File: src/design/assert_macros.svh
// ----------------------------------------------------------------------------
// assert_macros.svh
// concurrent assertion helpers shared by the rtl
// ----------------------------------------------------------------------------
`ifndef ASSERT_MACROS_SVH
`define ASSERT_MACROS_SVH

// property must hold at every rising clock edge outside reset
`define ASSERT_PROP(label, clk, rst, prop) \
   label: assert property (@(posedge clk) disable iff (rst) (prop)) \
      else $error("assertion failed");

// condition must never be true outside reset
`define ASSERT_NEVER(label, clk, rst, cond) \
   `ASSERT_PROP(label, clk, rst, !(cond))

`endif

File: src/design/nthss_pkg.sv
// ----------------------------------------------------------------------------
// nthss_pkg
// shared types, constants and helpers of the n-th occurrence search
// ----------------------------------------------------------------------------
package nthss_pkg;

   localparam int WIN_DEPTH    = 16;
   localparam int WIN_IDX_W    = 4;
   localparam int LEN_W        = 5;
   localparam int CSR_ADDR_W   = 2;
   localparam int CSR_DATA_W   = 64;
   localparam int OCC_W        = 16;
   localparam int COUNT_W      = 13;
   localparam int START_W      = 12;

   localparam logic [CSR_ADDR_W-1:0] CSR_PATTERN_LENGTH    = 2'd0;
   localparam logic [CSR_ADDR_W-1:0] CSR_PATTERN_LOW       = 2'd1;
   localparam logic [CSR_ADDR_W-1:0] CSR_PATTERN_HIGH      = 2'd2;
   localparam logic [CSR_ADDR_W-1:0] CSR_OCCURRENCE_NUMBER = 2'd3;

   typedef logic [7:0] byte_type;

   typedef struct packed {
      logic [LEN_W-1:0]      pattern_length;
      logic [CSR_DATA_W-1:0] pattern_high;
      logic [CSR_DATA_W-1:0] pattern_low;
      logic [OCC_W-1:0]      occurrence_number;
   } cfg_type;

   typedef struct packed {
      logic shift;
      logic clear;
   } win_ctl_type;

   // zero reads as one, anything above the window depth saturates
   function automatic logic [LEN_W-1:0] active_len(input logic [LEN_W-1:0] len);
      logic [LEN_W-1:0] res;
      res = len;
      if (len == '0) begin
         res = LEN_W'(1);
      end else if (len > LEN_W'(WIN_DEPTH)) begin
         res = LEN_W'(WIN_DEPTH);
      end
      return res;
   endfunction

endpackage

File: src/design/nthss_csr.sv
// ----------------------------------------------------------------------------
// nthss_csr
// configuration registers written through the csr port
// ----------------------------------------------------------------------------
module nthss_csr import nthss_pkg::*; (
   input  logic                  clock,
   input  logic                  reset,
   input  logic                  csr_we,
   input  logic [CSR_ADDR_W-1:0] csr_addr,
   input  logic [CSR_DATA_W-1:0] csr_wdata,
   output cfg_type               cfg
);

   cfg_type cfg_ff;
   cfg_type cfg_in;

   always_comb begin
      cfg_in = cfg_ff;
      if (csr_we) begin
         case (csr_addr)
            CSR_PATTERN_LENGTH:    cfg_in.pattern_length    = csr_wdata[LEN_W-1:0];
            CSR_PATTERN_LOW:       cfg_in.pattern_low       = csr_wdata;
            CSR_PATTERN_HIGH:      cfg_in.pattern_high      = csr_wdata;
            CSR_OCCURRENCE_NUMBER: cfg_in.occurrence_number = csr_wdata[OCC_W-1:0];
            default: cfg_in = cfg_ff;
         endcase
      end
   end

   always_ff @(posedge clock) begin
      if (reset) begin
         cfg_ff.pattern_length    <= LEN_W'(1);
         cfg_ff.pattern_low       <= '0;
         cfg_ff.pattern_high      <= '0;
         cfg_ff.occurrence_number <= OCC_W'(1);
      end else begin
         cfg_ff <= cfg_in;
      end
   end

   assign cfg = cfg_ff;

endmodule

File: src/design/nthss_window.sv
// ----------------------------------------------------------------------------
// nthss_window
// window of recent text bytes and parallel compare with the pattern
// ----------------------------------------------------------------------------
module nthss_window import nthss_pkg::*; (
   input  logic        clock,
   input  logic        reset,
   input  win_ctl_type ctl,
   input  byte_type    text_byte,
   input  cfg_type     cfg,
   output logic        match
);

   byte_type                  recent_ff [WIN_DEPTH];
   byte_type                  recent_in [WIN_DEPTH];
   byte_type                  shifted   [WIN_DEPTH];
   logic [2*CSR_DATA_W-1:0]   pattern;
   logic [LEN_W-1:0]          len;
   logic [WIN_IDX_W-1:0]      len_m1;
   logic [WIN_IDX_W-1:0]      idx;

   assign pattern = {cfg.pattern_high, cfg.pattern_low};
   assign len     = active_len(cfg.pattern_length);
   assign len_m1  = WIN_IDX_W'(len - LEN_W'(1));

   // newest byte at index zero
   always_comb begin
      shifted[0] = text_byte;
      for (int i = 1; i < WIN_DEPTH; i++) begin
         shifted[i] = recent_ff[i-1];
      end
   end

   always_comb begin
      match = 1'b1;
      idx   = '0;
      for (int j = 0; j < WIN_DEPTH; j++) begin
         idx = len_m1 - WIN_IDX_W'(j);
         if ((WIN_IDX_W'(j) <= len_m1) && (shifted[idx] != pattern[8*j +: 8])) begin
            match = 1'b0;
         end
      end
   end

   always_comb begin
      for (int i = 0; i < WIN_DEPTH; i++) begin
         if (ctl.clear) begin
            recent_in[i] = '0;
         end else if (ctl.shift) begin
            recent_in[i] = shifted[i];
         end else begin
            recent_in[i] = recent_ff[i];
         end
      end
   end

   always_ff @(posedge clock) begin
      if (reset) begin
         for (int i = 0; i < WIN_DEPTH; i++) begin
            recent_ff[i] <= '0;
         end
      end else begin
         recent_ff <= recent_in;
      end
   end

endmodule

File: src/design/nth_occurrence_substring_search.sv
// ----------------------------------------------------------------------------
// nth_occurrence_substring_search
// streams text bytes and reports where the n-th pattern occurrence begins
//
//   channel  direction  payload
//   req      in         tdata[7:0] text_byte, tlast last
//   rsp      out        tdata[11:0] match_start, tuser found
//   csr      in         addr register index, wdata register value
//
// one byte accepted per cycle unless rsp stalls; the input register feeds the rsp register
// throughput is set by the combinational window compare after the input register
// synchronous active-high reset clears search state and loads register defaults
// a stalled rsp holds both stages and drops req_tready once the input stage is full
// ----------------------------------------------------------------------------
`include "assert_macros.svh"

module nth_occurrence_substring_search import nthss_pkg::*; (
   input  logic                  clock,
   input  logic                  reset,
   input  logic                  req_tvalid,
   output logic                  req_tready,
   input  logic [7:0]            req_tdata,   // text_byte
   input  logic                  req_tlast,
   output logic                  rsp_tvalid,
   input  logic                  rsp_tready,
   output logic [15:0]           rsp_tdata,   // match_start, zero fill
   output logic                  rsp_tuser,   // found
   input  logic                  csr_we,
   input  logic [CSR_ADDR_W-1:0] csr_addr,
   input  logic [CSR_DATA_W-1:0] csr_wdata
);

   cfg_type              cfg;
   win_ctl_type          win_ctl;
   logic                 match;

   logic                 in_valid_ff;
   byte_type             in_byte_ff;
   logic                 in_last_ff;

   logic [COUNT_W-1:0]   count_ff;
   logic [COUNT_W-1:0]   count_in;
   logic [OCC_W-1:0]     seen_ff;
   logic [OCC_W-1:0]     seen_in;
   logic                 reported_ff;
   logic                 reported_in;

   logic                 rsp_valid_ff;
   logic                 rsp_valid_in;
   logic                 rsp_found_ff;
   logic [START_W-1:0]   rsp_start_ff;

   logic                 advance;
   logic                 proc;
   logic                 active;
   logic [COUNT_W-1:0]   count_next;
   logic [LEN_W-1:0]     len;
   logic                 hit;
   logic [OCC_W-1:0]     seen_next;
   logic                 fire;

   nthss_csr u_csr (
      .clock     (clock),
      .reset     (reset),
      .csr_we    (csr_we),
      .csr_addr  (csr_addr),
      .csr_wdata (csr_wdata),
      .cfg       (cfg)
   );

   nthss_window u_window (
      .clock     (clock),
      .reset     (reset),
      .ctl       (win_ctl),
      .text_byte (in_byte_ff),
      .cfg       (cfg),
      .match     (match)
   );

   assign advance    = !rsp_valid_ff || rsp_tready;
   assign req_tready = !in_valid_ff || advance;
   assign proc       = in_valid_ff && advance;

   assign len        = active_len(cfg.pattern_length);
   assign active     = !count_ff[COUNT_W-1];
   assign count_next = count_ff + COUNT_W'(1);
   assign hit        = active && !reported_ff && (count_next >= COUNT_W'(len)) && match;
   assign seen_next  = (hit && (seen_ff != '1)) ? seen_ff + OCC_W'(1) : seen_ff;
   assign fire       = hit && (seen_next == cfg.occurrence_number);

   assign win_ctl.shift = proc && active;
   assign win_ctl.clear = proc && in_last_ff;

   always_comb begin
      count_in     = count_ff;
      seen_in      = seen_ff;
      reported_in  = reported_ff;
      rsp_valid_in = rsp_valid_ff && !rsp_tready;
      if (proc) begin
         rsp_valid_in = fire || (in_last_ff && !reported_ff);
         if (in_last_ff) begin
            count_in    = '0;
            seen_in     = '0;
            reported_in = 1'b0;
         end else begin
            if (active) begin
               count_in = count_next;
            end
            seen_in     = seen_next;
            reported_in = reported_ff || fire;
         end
      end
   end

   always_ff @(posedge clock) begin
      if (reset) begin
         in_valid_ff  <= 1'b0;
         count_ff     <= '0;
         seen_ff      <= '0;
         reported_ff  <= 1'b0;
         rsp_valid_ff <= 1'b0;
      end else begin
         if (req_tvalid && req_tready) begin
            in_valid_ff <= 1'b1;
         end else if (advance) begin
            in_valid_ff <= 1'b0;
         end
         count_ff     <= count_in;
         seen_ff      <= seen_in;
         reported_ff  <= reported_in;
         rsp_valid_ff <= rsp_valid_in;
      end
   end

   always_ff @(posedge clock) begin
      if (req_tvalid && req_tready) begin
         in_byte_ff <= req_tdata;
         in_last_ff <= req_tlast;
      end
      if (proc) begin
         rsp_found_ff <= fire;
         rsp_start_ff <= fire ? START_W'(count_next - COUNT_W'(len)) : '0;
      end
   end

   assign rsp_tvalid = rsp_valid_ff;
   assign rsp_tuser  = rsp_found_ff;
   assign rsp_tdata  = {{(16-START_W){1'b0}}, rsp_start_ff};

   `ASSERT_PROP(fire_sets_reported, clock, reset, (proc && fire && !in_last_ff) |=> reported_ff)
   `ASSERT_PROP(last_clears_search, clock, reset,
      (proc && in_last_ff) |=> (count_ff == '0 && seen_ff == '0 && !reported_ff))
   `ASSERT_NEVER(count_overflow, clock, reset, count_ff > COUNT_W'(4096))
   `ASSERT_NEVER(miss_has_start, clock, reset, rsp_valid_ff && !rsp_found_ff && rsp_start_ff != '0)

endmodule
File: config.mk
export PLATFORM = sky130hd
export DESIGN_NAME = nth_occurrence_substring_search
export DESIGN_NICKNAME = d
export VERILOG_FILES = /design/src/design/nthss_pkg.sv /design/src/design/nthss_csr.sv /design/src/design/nthss_window.sv /design/src/design/nth_occurrence_substring_search.sv
export VERILOG_INCLUDE_DIRS = /design/src /design/src/design
export SDC_FILE = /design/constraint.sdc
export NUM_CORES = 1
export LEC_CHECK = 0
export CAP_MARGIN = 40
export CORE_UTILIZATION = 55
export CTS_CLUSTER_DIAMETER = 30
export CTS_CLUSTER_SIZE = 40
export DETAILED_ROUTE_END_ITERATION = 7
export DONT_BUFFER_PORTS = 1
export GPL_TIMING_DRIVEN = 0
export HOLD_SLACK_MARGIN = 0.15
export PLACE_DENSITY_LB_ADDON = 0.2
export SKIP_LAST_GASP = 1
export SLEW_MARGIN = 10
export SYNTH_ARGS = -nofsm -noshare
export SYNTH_HDL_FRONTEND = slang
export SYNTH_SLANG_ARGS = --single-unit
File: constraint.sdc
create_clock -name clock -period 10.8 [get_ports clock]
set_clock_uncertainty 0.05 [all_clocks]
set_input_delay 1.08 -clock clock [delete_from_list [all_inputs] [get_ports clock]]
set_output_delay 1.08 -clock clock [all_outputs]
set_load 0.01 [all_outputs]
# Word level (Yosys, flattened, before mapping)
# Index checks and enable logic that the tools add are counted.
[word_totals]
ff_bits = 323
output_inout_bits = 19
elab_cells = 239
[op_classes]
add_sub_neg = 19
order_cmp = 34
n_eq_ne = 22
n_mux = 74
bitwise = 16
n_reduce_logical = 45
[op_table]
columns = ["operator", "count"]
rows = [
  ["binary-select mux 8 bit (select 4 bit)", 16],
  ["two-way mux 8 bit", 32],
  ["!= test 8 bit", 16],
  [">= comparator 5 bit (second input constant)", 16],
  ["NOT 4 -> 5 bit", 16],
  ["less-or-equal comparator 4 bit (first input constant)", 8],
  ["two-way mux 16 bit", 2],
  ["subtractor 4 bit (second input constant)", 8],
  ["logical AND 1 bit", 27],
  ["two-way mux 13 bit", 2],
  ["two-way mux 1 bit", 20],
  ["adder 16 x 1 -> 16 bit (second input constant)", 1],
  ["== test 16 bit", 1],
  ["less-or-equal comparator 3 x 4 -> 1 bit (first input constant)", 4],
  ["!= test 16 bit (second input constant)", 1],
  ["subtractor 4 x 3 -> 4 bit (second input constant)", 4],
  ["adder 13 x 1 -> 13 bit (second input constant)", 1],
  [">= comparator 13 x 5 -> 1 bit", 1],
  ["subtractor 12 x 5 -> 12 bit", 1],
  ["two-way mux 5 bit", 2],
  ["AND reduction 2 bit", 5],
  ["less-or-equal comparator 1 x 4 -> 1 bit (first input constant)", 2],
  ["less-or-equal comparator 2 x 4 -> 1 bit (first input constant)", 2],
  ["subtractor 4 x 1 -> 4 bit (second input constant)", 2],
  ["11 further kinds", 20],
]

# Depth between registers and ports, before layout
# Gate-level depths: netlist of run 1.
[depth]
ltp_word = 33
depth_mapped = 27
mapped_depth_nobuf = 19

# Hierarchy
# From an unflattened synthesis of run 1, not the netlist that was laid out.
[unflattened]
hier_cells = 2369
hier_area_um2 = 22751.8
[by_module_without_submodules]
columns = ["module", "n_inst", "cells_per_inst", "area_per_inst_um2", "seq_area_each_um2"]
rows = [
  ["nthss_window", 1, 1342, 12849.8, 2402.3],
  ["nthss_csr", 1, 558, 6082.1, 2982.9],
  ["nth_occurrence_substring_search", 1, 469, 3819.9, 1301.2],
]

# Worst setup path after synthesis of run 1
# OpenSTA, ideal clock, no wires.
[synth_path]
kind = "reg2reg"
startpoint = "reg u_csr.cfg_ff (netlist bit u_csr.cfg[148])"
endpoint = "reg rsp_start_ff[1] (data pin)"
arrival_time_ns = 6.826
required_ns = 10.590
path_slack_ns = 3.764
stages_incl_launch_ff = 27
n_path_buf = 10
path_cell_list = "dfxtp_1 > buf_4 > nand2b_1 > clkbuf_1 > buf_2 > buf_1 > ha_1 > xnor2_4 > buf_2 > buf_2 > clkbuf_1 > ha_1 > clkbuf_1 > and2_1 > a22o_1 > or3_1 > a2111oi_4 > nand2_1 > o32ai_2 > nand4_2 > or4_1 > buf_2 > nor4_4 > xnor2_1 > o2111ai_2 > buf_6 > nor3b_1"
[synth_between]
elab_chain_len = 31
[synth_rtl]
columns = ["item", "line", "rtl"]
rows = [
  ["start, declared", "nthss_csr.sv:14", "cfg_type cfg_ff;"],
  ["start signal, assigned", "nthss_csr.sv:37", "cfg_ff <= cfg_in;"],
  ["greater-than comparator 5 bit", "nthss_pkg.sv:41", "end else if (len > LEN_W'(WIN_DEPTH)) begin"],
  ["two-way mux 5 bit", "nthss_pkg.sv:41", ""],
  ["two-way mux 5 bit (*)", "nthss_pkg.sv:39", "if (len == '0) begin"],
  ["subtractor 4 x 1 -> 4 bit", "nthss_window.sv:24", "assign len_m1 = WIN_IDX_W'(len - LEN_W'(1));"],
  ["subtractor 4 x 1 -> 4 bit or NOT 4 -> 5 bit (tied branches)", "nthss_window.sv:38, nthss_window.sv:39", ""],
  ["NOT 4 -> 5 bit (not written as such) or binary-select mux 8 bit (select 4 bit) (tied branches)", "nthss_window.sv:39", "if ((WIN_IDX_W'(j) <= len_m1) && (shifted[idx] != pattern[8*j +: 8])) begin"],
  ["binary-select mux 8 bit (select 4 bit) or two-way mux 8 bit (tied branches)", "nthss_window.sv:39", ""],
  ["two-way mux 8 bit (not written as such)", "nthss_window.sv:39", ""],
  ["two-way mux 8 bit (not written as such) or != test 8 bit (tied branches)", "nthss_window.sv:39", ""],
  ["!= test 8 bit or logical AND 1 bit (tied branches)", "nthss_window.sv:39", ""],
  ["logical AND 1 bit or two-way mux 1 bit (tied branches)", "nthss_window.sv:39", ""],
  ["two-way mux 1 bit (15 in a row)", "nthss_window.sv:39", ""],
  ["logical AND 1 bit", "nth_occurrence_substring_search.sv:87", "assign hit = active && !reported_ff && (count_next >= COUNT_W'(len)) && match;"],
  ["logical AND 1 bit", "nth_occurrence_substring_search.sv:88", "assign seen_next = (hit && (seen_ff != '1)) ? seen_ff + OCC_W'(1) : seen_ff;"],
  ["two-way mux 16 bit", "nth_occurrence_substring_search.sv:88", ""],
  ["== test 16 bit", "nth_occurrence_substring_search.sv:89", "assign fire = hit && (seen_next == cfg.occurrence_number);"],
  ["logical AND 1 bit", "nth_occurrence_substring_search.sv:89", ""],
  ["end signal, assigned", "nth_occurrence_substring_search.sv:142", "rsp_start_ff <= fire ? START_W'(count_next - COUNT_W'(len)) : '0;"],
  ["end, declared", "nth_occurrence_substring_search.sv:51", "logic [START_W-1:0] rsp_start_ff;"],
]
# Mark *: on every way between the ends. The rest lies on a longest branch, timed or not. The select of a mux whose other input is x is not followed.
# A chain may end at the register's enable or synchronous reset.

# Final worst setup path of run 1
[layout_path]
startpoint = "reg u_csr.cfg_ff (netlist bit u_csr.cfg[148])"
endpoint = "reg rsp_valid_ff, in the netlist rsp_tvalid"
[layout_between]
elab_chain_len = 33
[layout_rtl]
columns = ["item", "line", "rtl"]
rows = [
  ["greater-than comparator 5 bit", "nthss_pkg.sv:41", ""],
  ["two-way mux 5 bit", "nthss_pkg.sv:41", ""],
  ["two-way mux 5 bit (*)", "nthss_pkg.sv:39", ""],
  ["subtractor 4 x 1 -> 4 bit", "nthss_window.sv:24", ""],
  ["subtractor 4 x 1 -> 4 bit or NOT 4 -> 5 bit (tied branches)", "nthss_window.sv:38, nthss_window.sv:39", ""],
  ["NOT 4 -> 5 bit (not written as such) or binary-select mux 8 bit (select 4 bit) (tied branches)", "nthss_window.sv:39", ""],
  ["binary-select mux 8 bit (select 4 bit) or two-way mux 8 bit (tied branches)", "nthss_window.sv:39", ""],
  ["two-way mux 8 bit (not written as such)", "nthss_window.sv:39", ""],
  ["(+3 left out)", "n/a", ""],
  ["two-way mux 1 bit (15 in a row)", "nthss_window.sv:39", ""],
  ["logical AND 1 bit (*)", "nth_occurrence_substring_search.sv:87", ""],
  ["logical AND 1 bit", "nth_occurrence_substring_search.sv:88", ""],
  ["two-way mux 16 bit", "nth_occurrence_substring_search.sv:88", ""],
  ["== test 16 bit", "nth_occurrence_substring_search.sv:89", ""],
  ["logical AND 1 bit (*)", "nth_occurrence_substring_search.sv:89", ""],
  ["logical OR 1 bit (*)", "nth_occurrence_substring_search.sv:100", "rsp_valid_in = fire || (in_last_ff && !reported_ff);"],
  ["two-way mux 1 bit (*)", "nth_occurrence_substring_search.sv:99", "if (proc) begin"],
  ["end signal, assigned", "nth_occurrence_substring_search.sv:131", "rsp_valid_ff <= rsp_valid_in;"],
  ["end, declared", "nth_occurrence_substring_search.sv:48", "logic rsp_valid_ff;"],
]
# Marks and branches as above.

==> run summary, run 1 <==
Residual DRC: 0
synthesized cell area: 0.0215 mm^2
MaxCap Viol Count: 0
pre-CTS WS: 1650 ps
Hold Crit Class: register to register
hold buffers post-CTS: 0
routed len/inst: 27.5 um
Top Layer Used: met4
Final HPWL DP: 67.8 mm
vias in the first global route: 19800
initial antenna violation count: 0
RSZ-0062 raised after global routing: false
clock sink total: 323
total wire length: 88.7 mm
CP Max Fanout: 13
Post-synth EDFFs: 22
commonest non-fill, non-tap cell in the layout: nand2_1
crit-path leading delay family: buffers and inverters
Root Driver: clkbuf_16
iteration count of the initial detailed-routing pass: 7
DR iter-0 viols: 2503
DP Area: 0.0222 mm^2
part of the cycle the worst path needs: 87.5%
die height: 200 um
status: completed
Inst Count DP: 3091
clock power share: 56.0%
CP dominant cell by count: buf_2
Final Slew Violations: 0
WS Path Type: register to register
Async S/R FF share, synth: 0%
sw frac: 27.2%
Setup Fix Bufs, Post-CTS: 0
Area Growth Syn to Fin: 15.4%
setup slack after layout: 1340 ps
antenna diode count: 0
crit end category: register
Highest Clock Rate: 106 MHz
Critical Path RT: 11240 ps
Clock transition at path regs: 50 ps
post-synthesis register bit count: 323
CTS tree: yes
sequential element share of the synthesized area: 31.1%
H-tree Lvls: 3
pwr dens: 160 mW/mm^2
post_cts resized: 0
CORE AREA: 0.0386 mm^2
most frequent cells in the layout: nand2_1 (591), a21oi_1 (332), dfxtp_1 (301)
total number of vias: 21600
CTS Buf Count: 71
Reg power frac: 31.8%
setup tns final: 0 ps
clock buffer depth: 3
Overflow after GRT: 0
startpoint types: register
number of port buffers: 0
largest net degree at the start of global routing: 16
met3 routed WL: 9.45 mm
first-pass GRT wire length: 128 mm
Primary FF master, synth: dfxtp_1
crit path DAT: 9900 ps
Routed Antenna Nets: 0
Logic pwr share: 12.2%
die area: 0.0398 mm^2
Gate Count Post-Synth: 2557
Yosys cell types: 86
Int Pwr: 2.89 mW
# setup viols final: 0
P_leak: 8.85 nW
yosys warns: 0
Psw: 1.08 mW
Die Wd: 200 um
Clk Latency, worst-skew pair: 610 ps
CP max stage delay: 610 ps
Fill cells: 3324
Starting Density: 55.7%
Hold Fails Final Rpt: 0
via density per instance: 6.70
Worst Path Buf+Inv: 10
layout cell share with drive strength beyond 1: 13.3%
Tmin final: 9460 ps
Worst-Margin Slew: 1260 ps
Top Ports: 99
gr usage total: 44.1%
fin area: 0.0248 mm^2
met2 WL: 39.3 mm
worst rel slew slack: 16.0%
Post-layout nets: 2752
Max VDD drop: 0.000140 V
syn_area_per_cell: 8.40 um^2
wire length on met1: 34.6 mm
final non-filler cell total: 3227
Final GP Congestion: 1.04
Rows: 72
Max stage delay cell, worst path: buf_1
-- state kept, by name (all words and copies together), names as in the netlist --
name,cells
count_ff,13
seen_ff,16
in_byte_ff,8
u_window.recent_ff,120
rsp_tuser,1
rsp_start_ff,12
u_csr.cfg,149
in_valid_ff,1
in_last_ff,1
reported_ff,1
rsp_tvalid,1
-- Yosys cell counts (14+ instances only) --
cell type  count  area [um^2]
a211oi_1      46          345
a21oi_1      332         1660
a221oi_1      23          201
and2_1        14         87.6
and3_1        15         93.8
buf_1         19         71.3
buf_2         18         90.1
clkbuf_1     160          601
dfxtp_1      301         6030
edfxtp_1      22          661
ha_1          20          250
mux2_2        56          631
mux2i_1      144         1440
mux4_2        93         2090
nand2_1      591         2220
nand3_1       26          130
nand4_1       25          156
nor2_1       101          379
nor4_1        40          250
o211ai_1      57          428
o21ai_0       44          220
o32a_1        16          160
xnor2_1       81          709
xor2_1        81          709
-- power groups by stage --
| stage | registers, mW | logic [mW] | clock network (mW) |
|---|---|---|---|
| finish | 1.26 | 0.485 | 2.22 |
| global route | 1.26 | 0.512 | 2.28 |
| CTS | 1.26 | 0.469 | 2.22 |
| detailed placement | 1.28 | 0.467 | 0 |
| global placement | 1.28 | 0.455 | 0 |
| floorplan | 1.27 | 0.335 | 0 |
-- per-stage QoR --
stage / util (%) / total power, mW / hold slack, ps
5_1_grt: 64.3 / 4.05 / 434
3_3_place_gp: 57.4 / 1.73 / 403
4_1_cts: 64.2 / 3.95 / 418
2_1_floorplan: - / 1.61 / 391
6_report: 64.3 / 3.96 / 418
3_5_place_dp: 57.7 / 1.75 / 412
-- kinds of logic (layout without fill, tap and decap cells) --
group	count (synthesis)	count (layout)	synth area share, %
mux	294	294	19.5
xor+xnor	166	166	6.96
compound gates	620	620	18.2
simple gates	898	898	18.4
other cells	1	4	0.0175
buf+inv	234	383	4.61
fa+ha+maj	21	21	1.26
flops	323	323	31.1
-- area by class of cell --
cell class | instances | area (um^2) | area share, %
Buffer | 214 | 912 | 3.68
Timing Repair Buffer | 18 | 150 | 0.606
Multi-Input combinational cell | 2003 | 13800 | 55.7
Clock inverter | 30 | 424 | 1.71
Clock buffer | 101 | 2070 | 8.36
Inverter | 20 | 77.6 | 0.313
Sequential cell | 323 | 6690 | 27.0
Tap cell | 518 | 648 | 2.62
-- layer usage --
layer / up-vias / global-route usage (%)
met5: - / 0
met4: 0 / 24.8
met3: 317 / 10.6
met2: 1287 / 68.2
met1: 10600 / 56.4
li1: 9471 / -
-- final timing paths --
path | cells past startpoint | end | startpoint | slack, ps
max reg2reg | 26 | rsp_tvalid | u_csr.cfg[148] | 1340
min | 2 | u_csr.cfg[53] | u_csr.cfg[53] | 420
max | 26 | rsp_tvalid | u_csr.cfg[148] | 1340
min reg2reg | 2 | u_csr.cfg[53] | u_csr.cfg[53] | 420
-- worst register-to-register path: stages (launching register included) --
cell,delay [ps]
dfxtp_1,340
buf_4,230
nand2b_1,160
clkbuf_1,440
buf_2,360
buf_1,610
buf_8,240
ha_1,340
xnor2_4,260
buf_2,390
buf_2,370
clkbuf_1,570
ha_1,280
a211oi_2,80
xnor2_2,450
buf_2,400
mux2i_1,420
xor2_1,180
nand3_1,80
or4_1,570
a21oi_1,310
nand4_1,440
clkbuf_1,380
nor3_2,580
o221a_2,310
o2111ai_1,180
o21ai_0,310
No activity file was read; power rests on OpenSTA's default activity.
==> run 2, diff against run 1 <==
--- a/config.mk
+++ b/config.mk
@@ -8,6 +8,7 @@
 export LEC_CHECK = 0
 export CAP_MARGIN = 40
 export CORE_UTILIZATION = 55
+export CTS_BUF_LIST = sky130_fd_sc_hd__clkbuf_16
 export CTS_CLUSTER_DIAMETER = 30
 export CTS_CLUSTER_SIZE = 40
 export DETAILED_ROUTE_END_ITERATION = 7
==> run summary, run 2 (synthesized netlist as in run 1, its figures left out) <==
status: completed
CP dominant cell by count: buf_2
hold slack: 419 ps
Starting Density: 55.7%
Post-layout nets: 2755
crit path DAT: 9890 ps
RSZ-0062 raised after global routing: false
part of the cycle the worst path needs: 87.5%
post_cts resized: 0
total wire length: 88.5 mm
most frequent cells in the layout: nand2_1 (591), a21oi_1 (332), dfxtp_1 (301)
Clk Latency, worst-skew pair: 610 ps
CORE AREA: 0.0386 mm^2
final core utilization: 63.9%
Worst Path Buf+Inv: 10
Final GP Congestion: 1.04
Root Driver: clkbuf_16
iteration count of the initial detailed-routing pass: 6
CTS Buf Count: 71
Tmin final: 9450 ps
# setup viols final: 0
routed len/inst: 27.4 um
gr usage total: 44.0%
Overflow after GRT: 0
die height: 200 um
clock sink total: 323
DP Area: 0.0222 mm^2
Hold Fails Final Rpt: 0
Setup Fix Bufs, Post-CTS: 0
layout cell share with drive strength beyond 1: 12.8%
Highest Clock Rate: 106 MHz
hold buffers post-CTS: 0
Worst-Margin Slew: 1320 ps
Residual DRC: 0
die area: 0.0398 mm^2
via density per instance: 6.66
crit-path leading delay family: buffers and inverters
initial antenna violation count: 1
Max stage delay cell, worst path: buf_1
Critical Path RT: 11250 ps
pwr dens: 155 mW/mm^2
WS Path Type: register to register
commonest non-fill, non-tap cell in the layout: nand2_1
CP max stage delay: 600 ps
setup tns final: 0 ps
startpoint types: register
worst rel slew slack: 11.8%
MaxCap Viol Count: 0
Routed Antenna Nets: 0
clock buffer depth: 3
Hold Crit Class: register to register
vias in the first global route: 19700
fin area: 0.0246 mm^2
total number of vias: 21500
crit end category: register
CTS tree: yes
number of port buffers: 0
H-tree Lvls: 3
number of flip-flops in the largest register: 149
P_leak: 8.82 nW
Max VDD drop: 0.000140 V
CP Max Fanout: 13
Final HPWL DP: 67.8 mm
Die Wd: 200 um
largest net degree at the start of global routing: 16
Final Slew Violations: 0
antenna diode count: 0
Clock transition at path regs: 50 ps
Rows: 72
Area Growth Syn to Fin: 14.7%
first-pass GRT wire length: 127 mm
Top Ports: 99
total power: 3.83 mW
DR iter-0 viols: 2440
-- run 2: final cells by class --
class / instances / area (um^2)
plain buffers: 214 / 912
clock buffers: 72 / 1800
clock inverters: 59 / 533
fillers: 3352 / 13900
inverters: 20 / 77.6
multi-input cells: 2003 / 13800
flip-flops and latches: 323 / 6690
well taps: 518 / 648
repair buffers: 21 / 159
-- run 2: power breakdown --
group | switching, mW | total [mW] | internal (mW) | leakage [nW]
sequential | 0.0257 | 1.26 | 1.23 | 2.66
clock | 0.727 | 2.08 | 1.36 | 1.16
combinational | 0.316 | 0.484 | 0.168 | 5.01
-- run 2: through the flow --
stage	cells	setup WS (ps)
2_1_floorplan	2560	3760
3_3_place_gp	3078	1510
3_5_place_dp	3091	1650
4_1_cts	3222	1610
5_1_grt	3230	1040
6_report	3230	1350
-- run 2: worst paths after layout --
kind,end,from,depth (start not counted),slack (ps)
min reg2reg,u_csr.cfg[125],u_csr.cfg[125],2,420
max,rsp_tvalid,u_csr.cfg[148],26,1350
min,u_csr.cfg[125],u_csr.cfg[125],2,420
max reg2reg,rsp_tvalid,u_csr.cfg[148],26,1350
-- run 2: worst min-delay path, delay by kind of cell, from the launching register on --
family           cells  cell delay, ps
AO/OA/AOI/OAI        1              50
flip-flops           1             310
AND/OR/NAND/NOR      1              50
-- run 2: routing by layer --
| metal | vias to the layer above | routed length (um) | global-route usage, % |
|---|---|---|---|
| li1 | 9479 | - | - |
| met1 | 10400 | 34200 | 56.1 |
| met2 | 1298 | 39000 | 67.4 |
| met3 | 308 | 9790 | 11.2 |
| met4 | 0 | 5590 | 25.4 |
| met5 | - | 0 | 0 |
